===== src/irss_pkg.sv =====
// Shared types and constants for the record stream statistics block.
// No dependencies; used by every other file of the block except the two interfaces.
package irss_pkg;

	localparam int unsigned QUEUE_DEPTH = 2;

	localparam logic [2:0] OP_BYTE      = 3'd0;
	localparam logic [2:0] OP_END       = 3'd1;
	localparam logic [2:0] OP_CLR_PEAK  = 3'd2;
	localparam logic [2:0] OP_RESTART   = 3'd3;
	localparam logic [2:0] OP_FAIL      = 3'd4;

	localparam logic [2:0]  DEFAULT_SAMPLE_BYTES = 3'd2;
	localparam logic [15:0] LOST_MARKER          = 16'hFFFF;
	localparam logic [15:0] MIN_LEN_RESET        = 16'hFFFF;

	// command handed from the parser to the statistics side
	typedef struct packed {
		logic        commit;
		logic        lost;
		logic        error;
		logic        xfer;
		logic        clr_peak;
		logic        restart;
		logic [15:0] len;
		logic [15:0] peak;
	} cmd_t;

endpackage


===== src/irss_in_if.sv =====
// Input request channel: valid/ready handshake with op code and buffer byte.
// No dependencies.
interface irss_in_if;
	logic       valid;
	logic       ready;
	logic [2:0] op;
	logic [7:0] data_byte;

	modport source (output valid, output op, output data_byte, input ready);
	modport sink (input valid, input op, input data_byte, output ready);
endinterface


===== src/irss_out_if.sv =====
// Result request channel: valid/ready handshake with the statistics snapshot.
// No dependencies.
interface irss_out_if;
	logic        valid;
	logic        ready;
	logic [31:0] packet_count;
	logic [31:0] byte_count;
	logic [31:0] lost_count;
	logic [31:0] error_count;
	logic [31:0] transfer_count;
	logic [15:0] shortest_record;
	logic [15:0] longest_record;
	logic [15:0] peak_level;

	modport source (output valid, output packet_count, output byte_count,
		output lost_count, output error_count, output transfer_count,
		output shortest_record, output longest_record, output peak_level,
		input ready);
	modport sink (input valid, input packet_count, input byte_count,
		input lost_count, input error_count, input transfer_count,
		input shortest_record, input longest_record, input peak_level,
		output ready);
endinterface


===== src/irss_queue.sv =====
// Small register queue between parser and statistics side.
// Depends on irss_pkg (cmd_t).
module irss_queue #(
	parameter int unsigned DEPTH = irss_pkg::QUEUE_DEPTH
) (
	input  logic            clk,
	input  logic            arst_n,
	input  logic            push,
	input  irss_pkg::cmd_t  push_data,
	output logic            full,
	input  logic            pop,
	output logic            not_empty,
	output irss_pkg::cmd_t  pop_data
);
	localparam int unsigned PW = (DEPTH > 1) ? $clog2(DEPTH) : 1;
	localparam int unsigned CW = $clog2(DEPTH + 1);

	irss_pkg::cmd_t  mem_q [DEPTH];
	logic [PW-1:0]   wr_ptr_q;
	logic [PW-1:0]   rd_ptr_q;
	logic [CW-1:0]   count_q;
	logic            do_push;
	logic            do_pop;

	assign full      = (count_q == CW'(DEPTH));
	assign not_empty = (count_q != '0);
	assign do_push   = push && !full;
	assign do_pop    = pop && not_empty;
	assign pop_data  = mem_q[rd_ptr_q];

	always_ff @(posedge clk) begin
		if (do_push) begin
			mem_q[wr_ptr_q] <= push_data;
		end
	end

	always_ff @(posedge clk or negedge arst_n) begin
		if (!arst_n) begin
			wr_ptr_q <= '0;
			rd_ptr_q <= '0;
			count_q  <= '0;
		end else begin
			if (do_push) begin
				wr_ptr_q <= (wr_ptr_q == PW'(DEPTH - 1)) ? '0 : wr_ptr_q + 1'b1;
			end
			if (do_pop) begin
				rd_ptr_q <= (rd_ptr_q == PW'(DEPTH - 1)) ? '0 : rd_ptr_q + 1'b1;
			end
			if (do_push && !do_pop) begin
				count_q <= count_q + 1'b1;
			end else if (do_pop && !do_push) begin
				count_q <= count_q - 1'b1;
			end
		end
	end
endmodule


===== src/irss_front.sv =====
// Front end: accepts requests, parses the length-prefixed record stream and
// tracks the in-record peak. Depends on irss_pkg and irss_in_if.
module irss_front (
	input  logic           clk,
	input  logic           arst_n,
	input  logic           cfg_we,
	input  logic [2:0]     cfg_wdata,
	irss_in_if.sink        item,
	output logic           push,
	output irss_pkg::cmd_t push_data,
	input  logic           full
);
	typedef enum logic [1:0] {
		PH_LEN_LOW,
		PH_LEN_HIGH,
		PH_PAYLOAD
	} phase_t;

	phase_t      phase_q,   phase_d;
	logic [7:0]  low_q,     low_d;
	logic [15:0] rec_len_q, rec_len_d;
	logic [15:0] left_q,    left_d;
	logic [2:0]  pos_q,     pos_d;
	logic [7:0]  held_q,    held_d;
	logic [15:0] peak_q,    peak_d;
	logic [2:0]  sbytes_q;

	logic        accept;
	logic [2:0]  n_eff;
	logic [15:0] mag_one;
	logic [15:0] word;
	logic [15:0] mag_two;
	logic [15:0] len;
	logic [15:0] left_dec;
	logic [2:0]  pos_inc;
	logic        have;
	logic [15:0] mag;
	logic [15:0] peak_new;

	assign item.ready = !full;
	assign accept     = item.valid && !full;

	assign n_eff    = (sbytes_q == '0) ? irss_pkg::DEFAULT_SAMPLE_BYTES : sbytes_q;
	assign mag_one  = item.data_byte[7] ? {8'(~item.data_byte + 8'd1), 8'h00}
		: {item.data_byte, 8'h00};
	assign word     = {item.data_byte, held_q};
	assign mag_two  = word[15] ? 16'(~word + 16'd1) : word;
	assign len      = {item.data_byte, low_q};
	assign left_dec = left_q - 16'd1;
	assign pos_inc  = pos_q + 3'd1;

	always_comb begin
		have = 1'b0;
		mag  = mag_two;
		if (n_eff == 3'd1) begin
			have = 1'b1;
			mag  = mag_one;
		end else if (pos_q == n_eff - 3'd1) begin
			have = 1'b1;
		end
	end

	assign peak_new = (have && (mag > peak_q)) ? mag : peak_q;

	always_comb begin
		phase_d   = phase_q;
		low_d     = low_q;
		rec_len_d = rec_len_q;
		left_d    = left_q;
		pos_d     = pos_q;
		held_d    = held_q;
		peak_d    = peak_q;
		push      = 1'b0;
		push_data = '0;
		if (accept) begin
			unique case (item.op)
				irss_pkg::OP_BYTE: begin
					push = 1'b1;
					unique case (phase_q)
						PH_LEN_LOW: begin
							low_d   = item.data_byte;
							phase_d = PH_LEN_HIGH;
						end
						PH_LEN_HIGH: begin
							rec_len_d = len;
							left_d    = len;
							pos_d     = '0;
							held_d    = '0;
							peak_d    = '0;
							phase_d   = PH_PAYLOAD;
							if (len == irss_pkg::LOST_MARKER) begin
								push_data.lost = 1'b1;
								phase_d        = PH_LEN_LOW;
								low_d          = '0;
								rec_len_d      = '0;
								left_d         = '0;
							end else if (len == '0) begin
								push_data.commit = 1'b1;
								phase_d          = PH_LEN_LOW;
								low_d            = '0;
							end
						end
						PH_PAYLOAD: begin
							if (n_eff != 3'd1 && pos_q == n_eff - 3'd2) begin
								held_d = item.data_byte;
							end
							peak_d = peak_new;
							pos_d  = (pos_inc >= n_eff) ? '0 : pos_inc;
							left_d = left_dec;
							if (left_dec == '0) begin
								push_data.commit = 1'b1;
								push_data.len    = rec_len_q;
								push_data.peak   = peak_new;
								phase_d   = PH_LEN_LOW;
								low_d     = '0;
								rec_len_d = '0;
								pos_d     = '0;
								held_d    = '0;
								peak_d    = '0;
							end
						end
						default: begin
							phase_d = PH_LEN_LOW;
						end
					endcase
				end
				irss_pkg::OP_END, irss_pkg::OP_FAIL: begin
					push = 1'b1;
					if (item.op == irss_pkg::OP_END) begin
						push_data.xfer  = 1'b1;
						push_data.error = (phase_q == PH_PAYLOAD);
					end else begin
						push_data.error = 1'b1;
					end
					phase_d   = PH_LEN_LOW;
					low_d     = '0;
					rec_len_d = '0;
					left_d    = '0;
					pos_d     = '0;
					held_d    = '0;
					peak_d    = '0;
				end
				irss_pkg::OP_CLR_PEAK: begin
					push               = 1'b1;
					push_data.clr_peak = 1'b1;
				end
				irss_pkg::OP_RESTART: begin
					push              = 1'b1;
					push_data.restart = 1'b1;
				end
				default: begin
					push = 1'b0;
				end
			endcase
		end
	end

	always_ff @(posedge clk or negedge arst_n) begin
		if (!arst_n) begin
			phase_q   <= PH_LEN_LOW;
			low_q     <= '0;
			rec_len_q <= '0;
			left_q    <= '0;
			pos_q     <= '0;
			held_q    <= '0;
			peak_q    <= '0;
			sbytes_q  <= irss_pkg::DEFAULT_SAMPLE_BYTES;
		end else begin
			phase_q   <= phase_d;
			low_q     <= low_d;
			rec_len_q <= rec_len_d;
			left_q    <= left_d;
			pos_q     <= pos_d;
			held_q    <= held_d;
			peak_q    <= peak_d;
			if (cfg_we) begin
				sbytes_q <= cfg_wdata;
			end
		end
	end
endmodule


===== src/irss_back.sv =====
// Back end: applies queued requests to the counters, length limits and peak,
// and holds the result register. Depends on irss_pkg and irss_out_if.
module irss_back (
	input  logic           clk,
	input  logic           arst_n,
	input  logic           not_empty,
	input  irss_pkg::cmd_t cmd,
	output logic           pop,
	irss_out_if.source     result
);
	logic [31:0] pkt_q,   pkt_d;
	logic [31:0] bytes_q, bytes_d;
	logic [31:0] lost_q,  lost_d;
	logic [31:0] err_q,   err_d;
	logic [31:0] xfer_q,  xfer_d;
	logic [15:0] min_q,   min_d;
	logic [15:0] max_q,   max_d;
	logic [15:0] peak_q,  peak_d;
	logic        valid_q;

	assign pop = not_empty && (!valid_q || result.ready);

	always_comb begin
		pkt_d   = pkt_q;
		bytes_d = bytes_q;
		lost_d  = lost_q;
		err_d   = err_q;
		xfer_d  = xfer_q;
		min_d   = min_q;
		max_d   = max_q;
		peak_d  = peak_q;
		if (cmd.restart) begin
			pkt_d   = '0;
			bytes_d = '0;
			lost_d  = '0;
			err_d   = '0;
			xfer_d  = '0;
			min_d   = irss_pkg::MIN_LEN_RESET;
			max_d   = '0;
			peak_d  = '0;
		end
		if (cmd.clr_peak) begin
			peak_d = '0;
		end
		if (cmd.commit) begin
			pkt_d   = pkt_q + 32'd1;
			bytes_d = bytes_q + 32'(cmd.len);
			if (cmd.len < min_q) begin
				min_d = cmd.len;
			end
			if (cmd.len > max_q) begin
				max_d = cmd.len;
			end
			if (cmd.peak > peak_q) begin
				peak_d = cmd.peak;
			end
		end
		if (cmd.lost) begin
			lost_d = lost_q + 32'd1;
		end
		if (cmd.error) begin
			err_d = err_q + 32'd1;
		end
		if (cmd.xfer) begin
			xfer_d = xfer_q + 32'd1;
		end
	end

	always_ff @(posedge clk or negedge arst_n) begin
		if (!arst_n) begin
			pkt_q   <= '0;
			bytes_q <= '0;
			lost_q  <= '0;
			err_q   <= '0;
			xfer_q  <= '0;
			min_q   <= irss_pkg::MIN_LEN_RESET;
			max_q   <= '0;
			peak_q  <= '0;
			valid_q <= 1'b0;
		end else begin
			if (pop) begin
				pkt_q   <= pkt_d;
				bytes_q <= bytes_d;
				lost_q  <= lost_d;
				err_q   <= err_d;
				xfer_q  <= xfer_d;
				min_q   <= min_d;
				max_q   <= max_d;
				peak_q  <= peak_d;
				valid_q <= 1'b1;
			end else if (result.ready) begin
				valid_q <= 1'b0;
			end
		end
	end

	// statistics registers only move on a pop, so they double as the result
	assign result.valid           = valid_q;
	assign result.packet_count    = pkt_q;
	assign result.byte_count      = bytes_q;
	assign result.lost_count      = lost_q;
	assign result.error_count     = err_q;
	assign result.transfer_count  = xfer_q;
	assign result.shortest_record = min_q;
	assign result.longest_record  = max_q;
	assign result.peak_level      = peak_q;
endmodule


===== src/iso_record_stream_statistics_core.sv =====
// Top level of the record stream statistics block.
// Depends on irss_pkg, irss_in_if, irss_out_if, irss_queue, irss_front, irss_back.
//
// Usage:
//   item   - input requests: op (byte, transfer end, clear peak, restart
//            statistics, failed transfer) and data_byte. Unused op codes are
//            taken and dropped with no result.
//   result - one statistics snapshot for every op 0..4, in order.
//   cfg_we / cfg_wdata - write of sample_bytes; write only while idle.
// A taken request is written into the queue, then applied to the statistics registers, which raise result valid.
// Throughput: one request per cycle unless the result stalls; the front parser updates its state
//   for every taken request and the statistics side commits one queued request a cycle.
// Stalls: result holds while ready is low; the queue between the parser and
//   the statistics side fills, then item.ready drops.
// Reset: arst_n clears all counters, the peak and parse state, sets the
//   shortest length to 65535 and sample_bytes to 2; no clearing pass.
module iso_record_stream_statistics_core #(
	parameter int unsigned QUEUE_DEPTH = irss_pkg::QUEUE_DEPTH
) (
	input  logic       clk,
	input  logic       arst_n,
	input  logic       cfg_we,
	input  logic [2:0] cfg_wdata,
	irss_in_if.sink    item,
	irss_out_if.source result
);
	logic           push;
	logic           full;
	logic           pop;
	logic           not_empty;
	irss_pkg::cmd_t push_data;
	irss_pkg::cmd_t pop_data;

	irss_front u_front (
		.clk       (clk),
		.arst_n    (arst_n),
		.cfg_we    (cfg_we),
		.cfg_wdata (cfg_wdata),
		.item      (item),
		.push      (push),
		.push_data (push_data),
		.full      (full)
	);

	irss_queue #(
		.DEPTH (QUEUE_DEPTH)
	) u_queue (
		.clk       (clk),
		.arst_n    (arst_n),
		.push      (push),
		.push_data (push_data),
		.full      (full),
		.pop       (pop),
		.not_empty (not_empty),
		.pop_data  (pop_data)
	);

	irss_back u_back (
		.clk       (clk),
		.arst_n    (arst_n),
		.not_empty (not_empty),
		.cmd       (pop_data),
		.pop       (pop),
		.result    (result)
	);
endmodule


===== src/flat_wrapper.sv =====
// flat-port wrapper written by rule: the top's interface ports become plain ports
module iso_record_stream_statistics_core_flat 
#(
	parameter int unsigned QUEUE_DEPTH = irss_pkg::QUEUE_DEPTH
)
  (clk, arst_n, cfg_we, cfg_wdata, item_valid, item_op, item_data_byte, item_ready, result_valid, result_packet_count, result_byte_count, result_lost_count, result_error_count, result_transfer_count, result_shortest_record, result_longest_record, result_peak_level, result_ready);
  irss_in_if item_i ();
  irss_out_if result_i ();
  input  logic clk;
  input  logic arst_n;
  input  logic cfg_we;
  input  logic [2:0] cfg_wdata;
  input wire logic [$bits(item_i.valid)-1:0] item_valid;
  input wire logic [$bits(item_i.op)-1:0] item_op;
  input wire logic [$bits(item_i.data_byte)-1:0] item_data_byte;
  output wire logic [$bits(item_i.ready)-1:0] item_ready;
  output wire logic [$bits(result_i.valid)-1:0] result_valid;
  output wire logic [$bits(result_i.packet_count)-1:0] result_packet_count;
  output wire logic [$bits(result_i.byte_count)-1:0] result_byte_count;
  output wire logic [$bits(result_i.lost_count)-1:0] result_lost_count;
  output wire logic [$bits(result_i.error_count)-1:0] result_error_count;
  output wire logic [$bits(result_i.transfer_count)-1:0] result_transfer_count;
  output wire logic [$bits(result_i.shortest_record)-1:0] result_shortest_record;
  output wire logic [$bits(result_i.longest_record)-1:0] result_longest_record;
  output wire logic [$bits(result_i.peak_level)-1:0] result_peak_level;
  input wire logic [$bits(result_i.ready)-1:0] result_ready;
  assign item_i.valid = item_valid;
  assign item_i.op = item_op;
  assign item_i.data_byte = item_data_byte;
  assign item_ready = item_i.ready;
  assign result_valid = result_i.valid;
  assign result_packet_count = result_i.packet_count;
  assign result_byte_count = result_i.byte_count;
  assign result_lost_count = result_i.lost_count;
  assign result_error_count = result_i.error_count;
  assign result_transfer_count = result_i.transfer_count;
  assign result_shortest_record = result_i.shortest_record;
  assign result_longest_record = result_i.longest_record;
  assign result_peak_level = result_i.peak_level;
  assign result_i.ready = result_ready;
  iso_record_stream_statistics_core #(.QUEUE_DEPTH(QUEUE_DEPTH)) u_core (.clk(clk), .arst_n(arst_n), .cfg_we(cfg_we), .cfg_wdata(cfg_wdata), .item(item_i), .result(result_i));
endmodule

===== config.mk =====
export PLATFORM = sky130hd
export DESIGN_NAME = iso_record_stream_statistics_core_flat
export DESIGN_NICKNAME = d
export VERILOG_FILES = /design/src/irss_pkg.sv /design/src/irss_in_if.sv /design/src/irss_out_if.sv /design/src/irss_queue.sv /design/src/irss_front.sv /design/src/irss_back.sv /design/src/iso_record_stream_statistics_core.sv /design/src/flat_wrapper.sv
export SDC_FILE = /design/constraint.sdc
export NUM_CORES = 1
export LEC_CHECK = 0
export ABC_AREA = 1
export BUFFER_PORTS_ARGS = -buffer_cell sky130_fd_sc_hd__buf_2
export CORE_ASPECT_RATIO = 0.6
export CORE_MARGIN = 3
export CORE_UTILIZATION = 60
export DETAILED_ROUTE_END_ITERATION = 12
export PLACE_DENSITY_LB_ADDON = 0.15
export SETUP_SLACK_MARGIN = 0.05
export SYNTH_ARGS = -nofsm -noshare
export SYNTH_HDL_FRONTEND = slang
export SYNTH_SLANG_ARGS = --single-unit

===== constraint.sdc =====
create_clock -name clk -period 9.5 [get_ports clk]
set_clock_uncertainty 0.2 [all_clocks]
set_input_delay 0 -clock clk [delete_from_list [all_inputs] [get_ports clk]]
set_output_delay 0 -clock clk [all_outputs]
set_load 0.1 [all_outputs]

==> impl_metrics.toml, run 1 <==
[cts]
cts_setup_buffers = 0
cts_buffers = 37
cts_tree = "done"
cts-root-buf = "clkbuf_16"
clockBufferDepth = 3
insertion_delay_ns = 0.55
htree_levels = 2
clk_pin_slew_worst_paths_ns = 0.06
numClockSinks = 361
ctsResizeCount = 0
holdBufCountCts = 26

[setup_path]
critPathSlowestCell = "clkinv_1"
crit_type = "reg -> reg"
slowest_delay_ns = 1.03
crit_path_end_kind = "flip-flop"
worst_path_most_repeated_cell = "nand2_1"
critPathTopFamily = "simple AND/OR/NAND/NOR gates"
crit-reg2reg-launch = "u_core.u_queue.rd_ptr_q"
rr_endpoint = "u_core.u_back.result.byte_count[29]"
reg2regPathDepth = 11
crit_fanout = 41
cp_data_arrival_time_ns = 4.82
rrSetupSlack_ns = 4.96
required_ns = 9.77
cp-start-kind = "flip-flop"
crit_chain = "inv_2 > nand2_1 > o21ai_2 > nand2_2 > nand2_2 > clkinv_1 > nor3_1 > nand2_1 > o21ai_1 > nand2_1 > nor2_1"
crit_buf_inv = 2

[synthesis]
ys_ff_latch = 361
syn_inst = 2871
syn_nets = 2990
synth_warnings = 0
syn_avg_cell_area_um2 = 7.58
ys_types = 61
async_flop_share_pct = 78.9
ys_seq_area_share_pct = 43.4
synth_edf_count = 76
syn_area_mm2 = 0.0218
synth_flop_cell = "dfrtp_1"

[cells_and_area]
design_area_mm2 = 0.0248
diodes = 0
final_layout_size_suffix_gt1_share_pct = 12.8
fillerInstances = 2835
post-route-util_pct = 70.2
layout.nets = 3224
area_growth_pct = 14.0
final_cells = 3600

[routing]
wirelength_um = 61300
drc_errors = 0
ant_nets = 0
firstDrtPassIters = 5
wl_per_cell_um = 17.0
dr_total_vias = 20737
vias_per_cell = 5.76
drt_first_iter_violations = 2184

[sta]
setup_viol = 0
worst_slew_pin_slew_ns = 1.18
tns_ns = 0
grt_setup_unrepaired = "no"
period_needed_ns = 4.54
final-hold-violation-count = 0
fmax_mhz = 220
slew_viol_final = 0
fin_hold_ws_ns = 0.0637
slew_headroom_pct = 20.9
finalCritPeriodShare_pct = 47.8
setup_slack_ns = 4.96

[power]
leakage_nw = 12.1
power_mw = 7.83
ir_drop_mv = 0.165
power_density_mw_per_mm2 = 316

[status]
status = "finished, final reports clean"

[hold_path]
hold-path-endpoint = "u_core.u_front.sbytes_q[1]"
hp-class = "in -> reg"
whs_path_depth = 4
min_from = "cfg_wdata[1]"

[placement]
dp_hpwl_um = 45100
place_area_mm2 = 0.0233
place_ws_ns = 5.04
dp.cells = 3507
routabilityCongestion = 0.986
port_buffers = 228

[floorplan]
die_w_um = 252
fp.dieH_um = 153
initial_core_util_pct = 61.5
fp.coreArea_mm2 = 0.0353
ios = 229
die_area_mm2 = 0.0386
fp-row-count = 53

[flow_run]
maxCapViolCount = 0

[global_routing]
antenna_found_initial = 0
grtUsageTotal_pct = 31.3
grt_pass1_vias = 19361
gr-total-overflow = 0
grt_pass1_wl_um = 99500
grt_max_degree = 81
## layout make-up
| class | count | area, um^2 | share of cell area [%] |
|---|---|---|---|
| Multi-Input combinational cell | 2049 | 10600 | 42.5 |
| Sequential cell | 361 | 9440 | 38.0 |
| Clock buffer | 55 | 1120 | 4.50 |
| Clock inverter | 12 | 148 | 0.595 |
| Inverter | 393 | 1480 | 5.95 |
| Timing Repair Buffer | 263 | 1500 | 6.03 |
| Tap cell | 467 | 584 | 2.36 |
## synthesized netlist by cell type, types with 4 or more instances
library cell,number,area share (%)
a211oi_1,8,0.28
a21oi_1,148,3.4
a31oi_1,5,0.14
buf_1,8,0.14
buf_2,22,0.51
buf_4,4,0.14
clkbuf_1,33,0.57
clkinv_1,6,0.10
dfrtp_1,268,31
dfstp_2,17,2.1
edfxtp_1,76,10
ha_1,99,5.7
inv_1,380,6.6
inv_2,7,0.12
nand2_1,736,13
nand2_2,13,0.37
nand3_1,232,5.3
nand3b_1,5,0.17
nand4_1,73,2.1
nor2_1,262,4.5
nor2_2,6,0.17
nor2_4,8,0.41
nor3_1,90,2.1
nor4_1,30,0.86
o2111ai_1,6,0.24
o211ai_1,7,0.24
o21a_1,11,0.38
o21ai_0,166,3.8
o21ai_2,4,0.16
o221ai_1,5,0.20
o22ai_1,9,0.26
o31ai_1,9,0.31
or2_2,35,1.0
xnor2_1,12,0.48
xor2_1,25,1.0
## registers in the layout (all words and copies together), names as in the netlist
| name | count |
|---|---|
| u_core.u_back.result.longest_record | 16 |
| u_core.u_front.held_q | 8 |
| u_core.u_back.result.peak_level | 16 |
| u_core.u_front.peak_q | 16 |
| u_core.u_back.result.lost_count | 32 |
| u_core.u_front.sbytes_q | 3 |
| u_core.u_front.left_q | 16 |
| u_core.u_front.phase_q | 2 |
| u_core.u_front.rec_len_q | 16 |
| u_core.u_back.result.packet_count | 32 |
| u_core.u_queue.mem_q | 76 |
| u_core.u_queue.wr_ptr_q | 1 |
| u_core.u_queue.count_q | 2 |
| u_core.u_queue.rd_ptr_q | 1 |
| u_core.u_back.result.byte_count | 32 |
| u_core.u_back.result.shortest_record | 16 |
| u_core.u_back.result.transfer_count | 32 |
| u_core.u_front.pos_q | 3 |
| u_core.u_front.low_q | 8 |
| u_core.u_back.result.error_count | 32 |
| u_core.u_back.result.valid | 1 |
## where the power goes
part           total (mW)  switching, mW  internal, mW
Sequential           2.16          0.262          1.90
Combinational        4.14           3.16         0.977
Clock                1.53          0.628         0.899
Total                7.83           4.05          3.78
## cell usage in the layout, fill, tap and decap left out, drive strengths merged, types with 2 or more instances in the layout
cell type and n:
clkbuf 55, o31ai 9, clkinv 10, a31oi 5
o21bai 2, clkinvlp 4, or2 37, nor3 96
dlygate4sd3 25, ha 99, a22oi 3, nor3b 3
a21oi 148, dfstp 17, inv 388, buf 238
o211ai 7, o221ai 5, nand3b 5, nor2 276
nand4 74, a211oi 8, and3 2, dfrtp 268
nand3 236, and2 6, bufinv 3, o22ai 9
nor4 30, o21a 11, o21ai 173, nand2 750
edfxtp 76, xnor2 12, xor2 25, a22o 2
o2111ai 6
## routing by layer
layer  track usage, %  up-vias  routed length (um)
met4             7.13        0                1080
met5                0        -                   0
met2             47.3      931               26600
met3             6.43       93                5920
met1             46.8     9753               27700
li1                 -     9960                   -
## kinds of logic (layout without fill, tap and decap cells)
family          after synthesis  after routing  synth area share (%)
compound gates              396            396                  10.3
fa+ha+maj                   100            100                  5.79
simple gates               1515           1515                  30.9
buf+inv                     461            723                  8.19
xor+xnor                     37             37                  1.49
mux                           1              1                0.0460
flops                       361            361                  43.4
## worst reg2reg max path: cells and delay by family (launching register included)
| family | cells | cell delay, ns |
|---|---|---|
| flip-flops | 1 | 0.39 |
| AND/OR/NAND/NOR | 7 | 1.97 |
| AO/OA/AOI/OAI | 2 | 0.45 |
| buffers and inverters | 2 | 1.48 |
## how the worst max path moves through the flow
stage / from / end / slack [ns] / depth (start not counted)
6_report: u_core.u_queue.rd_ptr_q / u_core.u_back.result.byte_count[29] / 4.96 / 11
5_1_grt: u_core.u_queue.rd_ptr_q / u_core.u_back.result.byte_count[29] / 4.53 / 11
2_1_floorplan: u_core.u_queue.count_q[0] / u_core.u_queue.mem_q[1][0] / 5.57 / 6
3_3_place_gp: u_core.u_queue.rd_ptr_q / u_core.u_back.result.byte_count[29] / 5.20 / 11
3_5_place_dp: u_core.u_queue.rd_ptr_q / u_core.u_back.result.byte_count[29] / 5.04 / 11
4_1_cts: u_core.u_queue.rd_ptr_q / u_core.u_back.result.byte_count[29] / 5.01 / 11
(Power assumes the default switching activity.)
==> run 2: changes to the inputs <==
--- a/config.mk
+++ b/config.mk
@@ -5,11 +5,11 @@
 export SDC_FILE = /design/constraint.sdc
 export NUM_CORES = 1
 export LEC_CHECK = 0
-export ABC_AREA = 1
+export ABC_AREA = 0
 export BUFFER_PORTS_ARGS = -buffer_cell sky130_fd_sc_hd__buf_2
 export CORE_ASPECT_RATIO = 0.6
 export CORE_MARGIN = 3
-export CORE_UTILIZATION = 60
+export CORE_UTILIZATION = 59
 export DETAILED_ROUTE_END_ITERATION = 12
 export PLACE_DENSITY_LB_ADDON = 0.15
 export SETUP_SLACK_MARGIN = 0.05
==> constraint.sdc (replaced) <==
create_clock -name clk -period 4.2 [get_ports clk]
set_clock_uncertainty 0.2 [all_clocks]
set_input_delay 0 -clock clk [delete_from_list [all_inputs] [get_ports clk]]
set_output_delay 0 -clock clk [all_outputs]
set_load 0.1 [all_outputs]
==> run 2 against run 1 <==
Net effect:
- final cell count down 28%
- combinational power up 88%
- setup slack worse by 4.8 ns
- hold slack better by 0.016 ns
- non-clock buffer count up 42
- first-iteration DRC count down 29%
- synthesized area down 13%
- fmax up 13%
==> impl_metrics.toml, run 2 <==
[synthesis]
synth.most_common_cell = "dfrtp_1"
syn_area_mm2 = 0.0190
syn_avg_cell_area_um2 = 10.1
synthTopCellsByArea = "dfrtp_1, edfxtp_1, ha_1"
ys_seq_area_share_pct = 49.7
syn_inst = 1876
async_flop_share_pct = 78.9
synth_top_area_share_pct = 35.3
yosysTopAreaCell = "dfrtp_1"
synth_warnings = 0
ys_ff_latch = 361
synth_edf_count = 76
syn_nets = 1995
synth_flop_cell = "dfrtp_1"
synth_common_cells = "dfrtp_1, nor2_1, nand2_1"
ys_types = 72

[cells_and_area]
design_area_mm2 = 0.0223
largest_reg_flops = 76
final_layout_size_suffix_gt1_share_pct = 18.7
layout.nets = 2265
final_cells = 2589
area_growth_pct = 17.5
diodes = 0
largest-register = "u_core.u_queue.mem_q"
fillerInstances = 2321
layout_common_cells = "dfrtp_1, buf_2, nor2_1"
final_common_cell = "dfrtp_1"

[sta]
grt_setup_unrepaired = "yes"
slew_headroom_pct = 17.1
setup_viol = 0
finalCritPeriodShare_pct = 95.5
period_needed_ns = 4.01
tns_ns = 0
fmax_mhz = 249
slew_viol_final = 0
worst_slew_pin_slew_ns = 1.24
final-hold-violation-count = 0

[routing]
drt_first_iter_violations = 1542
wl_per_cell_um = 19.2
dr_total_vias = 15606
ant_nets = 0
vias_per_cell = 6.03
wirelength_um = 49700
firstDrtPassIters = 5
drc_errors = 0

[global_routing]
grt_pass1_wl_um = 80400
grt_max_degree = 118
grt_pass1_vias = 14781
antenna_found_initial = 0
grtUsageTotal_pct = 28.7
gr-total-overflow = 0

[cts]
cts-root-buf = "clkbuf_16"
clockBufferDepth = 3
htree_levels = 2
cts_tree = "done"
cts_buffers = 35
clk_pin_slew_worst_paths_ns = 0.07
insertion_delay_ns = 0.53
numClockSinks = 361

[placement]
place_area_mm2 = 0.0208
port_buffers = 228
dp.cells = 2495
routabilityCongestion = 0.930
dp_hpwl_um = 35000

[floorplan]
die_area_mm2 = 0.0344
fp-row-count = 50
die_w_um = 238
fp.dieH_um = 145
fp.coreArea_mm2 = 0.0314
initial_core_util_pct = 60.4
ios = 229

[power]
power_mw = 15.8
leakage_nw = 10.4
ir_drop_mv = 0.499
power_density_mw_per_mm2 = 710

[setup_path]
crit_path_end_kind = "flip-flop"
required_ns = 4.46
cp-start-kind = "flip-flop"
crit_fanout = 15
cp_data_arrival_time_ns = 4.27
crit_type = "reg -> reg"

[flow_run]
maxCapViolCount = 0

[hold_path]
hp-class = "in -> reg"

[status]
status = "finished, final reports clean"
-- run 2: worst paths after layout --
path                       cells past startpoint                                    to  slack (ns)                          from
min in group asynchronous                      3  u_core.u_back.result.error_count[14]        0.29                        arst_n
hold / removal                                 3            u_core.u_front.sbytes_q[2]        0.08                        cfg_we
hold reg to reg                                1          u_core.u_front.rec_len_q[12]        0.30  u_core.u_front.rec_len_q[12]
setup / recovery                              15             u_core.u_front.peak_q[11]        0.19      u_core.u_front.held_q[5]
max in group asynchronous                      4               u_core.u_front.pos_q[2]        2.59                        arst_n
setup reg to reg                              15             u_core.u_front.peak_q[11]        0.19      u_core.u_front.held_q[5]
-- run 2: layer usage --
metal  global-route usage, %  vias up  wire length (um)
li1                        -     7267                 -
met1                    43.9     7637             23300
met2                    41.2      608             20900
met3                    6.33       94              4030
met4                    8.05        0              1490
met5                       0        -                 0
-- run 2: stage by stage --
stage                     worst slack [ns]  hold WS (ns)  utilization, %
final                                0.190        0.0798            71.0
after global routing               0.00224        0.0959            71.0
after CTS                           0.0951        0.0301            70.7
after detailed placement            0.0164        -0.110            66.1
after global placement               0.114        -0.118            66.1
after floorplan                     0.0636        -0.496               -
-- run 2: layout make-up --
cell class                 count  area, um^2  area share [%]
sequential                   361        9440            42.3
multi-input combinational   1326        8900            39.9
timing repair buffer         305        1850            8.32
clock buffer                  46         958            4.30
tap                          416         520            2.34
inverter                     117         439            1.97
clock inverter                18         179           0.803
-- run 2: power breakdown --
| group | total [mW] | switching (mW) | internal (mW) |
|---|---|---|---|
| sequential | 4.87 | 0.614 | 4.26 |
| combinational | 7.77 | 5.60 | 2.17 |
| clock | 3.18 | 1.42 | 1.76 |
| total | 15.8 | 7.63 | 8.20 |
-- run 2: critical path, cell delays in order, from the launching register on --
cell and delay (ns):
dfrtp_1 0.44, or3_4 0.44, or4_4 0.44, a211o_1 0.36
o21ai_2 0.14, xnor2_1 0.09, ha_1 0.31, nand3_1 0.11
nor4_2 0.30, o311ai_1 0.15, o211ai_1 0.13, nand3_2 0.16
buf_8 0.21, nor3_4 0.16, buf_4 0.19, a22o_1 0.13
-- run 2: logic make-up (layout without fill, tap and decap cells) --
kind of cell | count (synthesis) | count (layout) | synth area share [%]
fa+ha+maj | 100 | 100 | 6.63
flops | 361 | 361 | 49.7
compound gates | 390 | 390 | 13.6
mux | 56 | 56 | 3.11
xor+xnor | 135 | 135 | 6.23
buf+inv | 189 | 486 | 3.77
simple gates | 645 | 645 | 16.9
-- run 2: timing repair --
item,CTS,global route
hold buffers,27,0
setup buffers,0,2
gates cloned,0,1
hold endpoints to repair,164,0
gates resized for setup,5,13
setup endpoints to repair,34,48
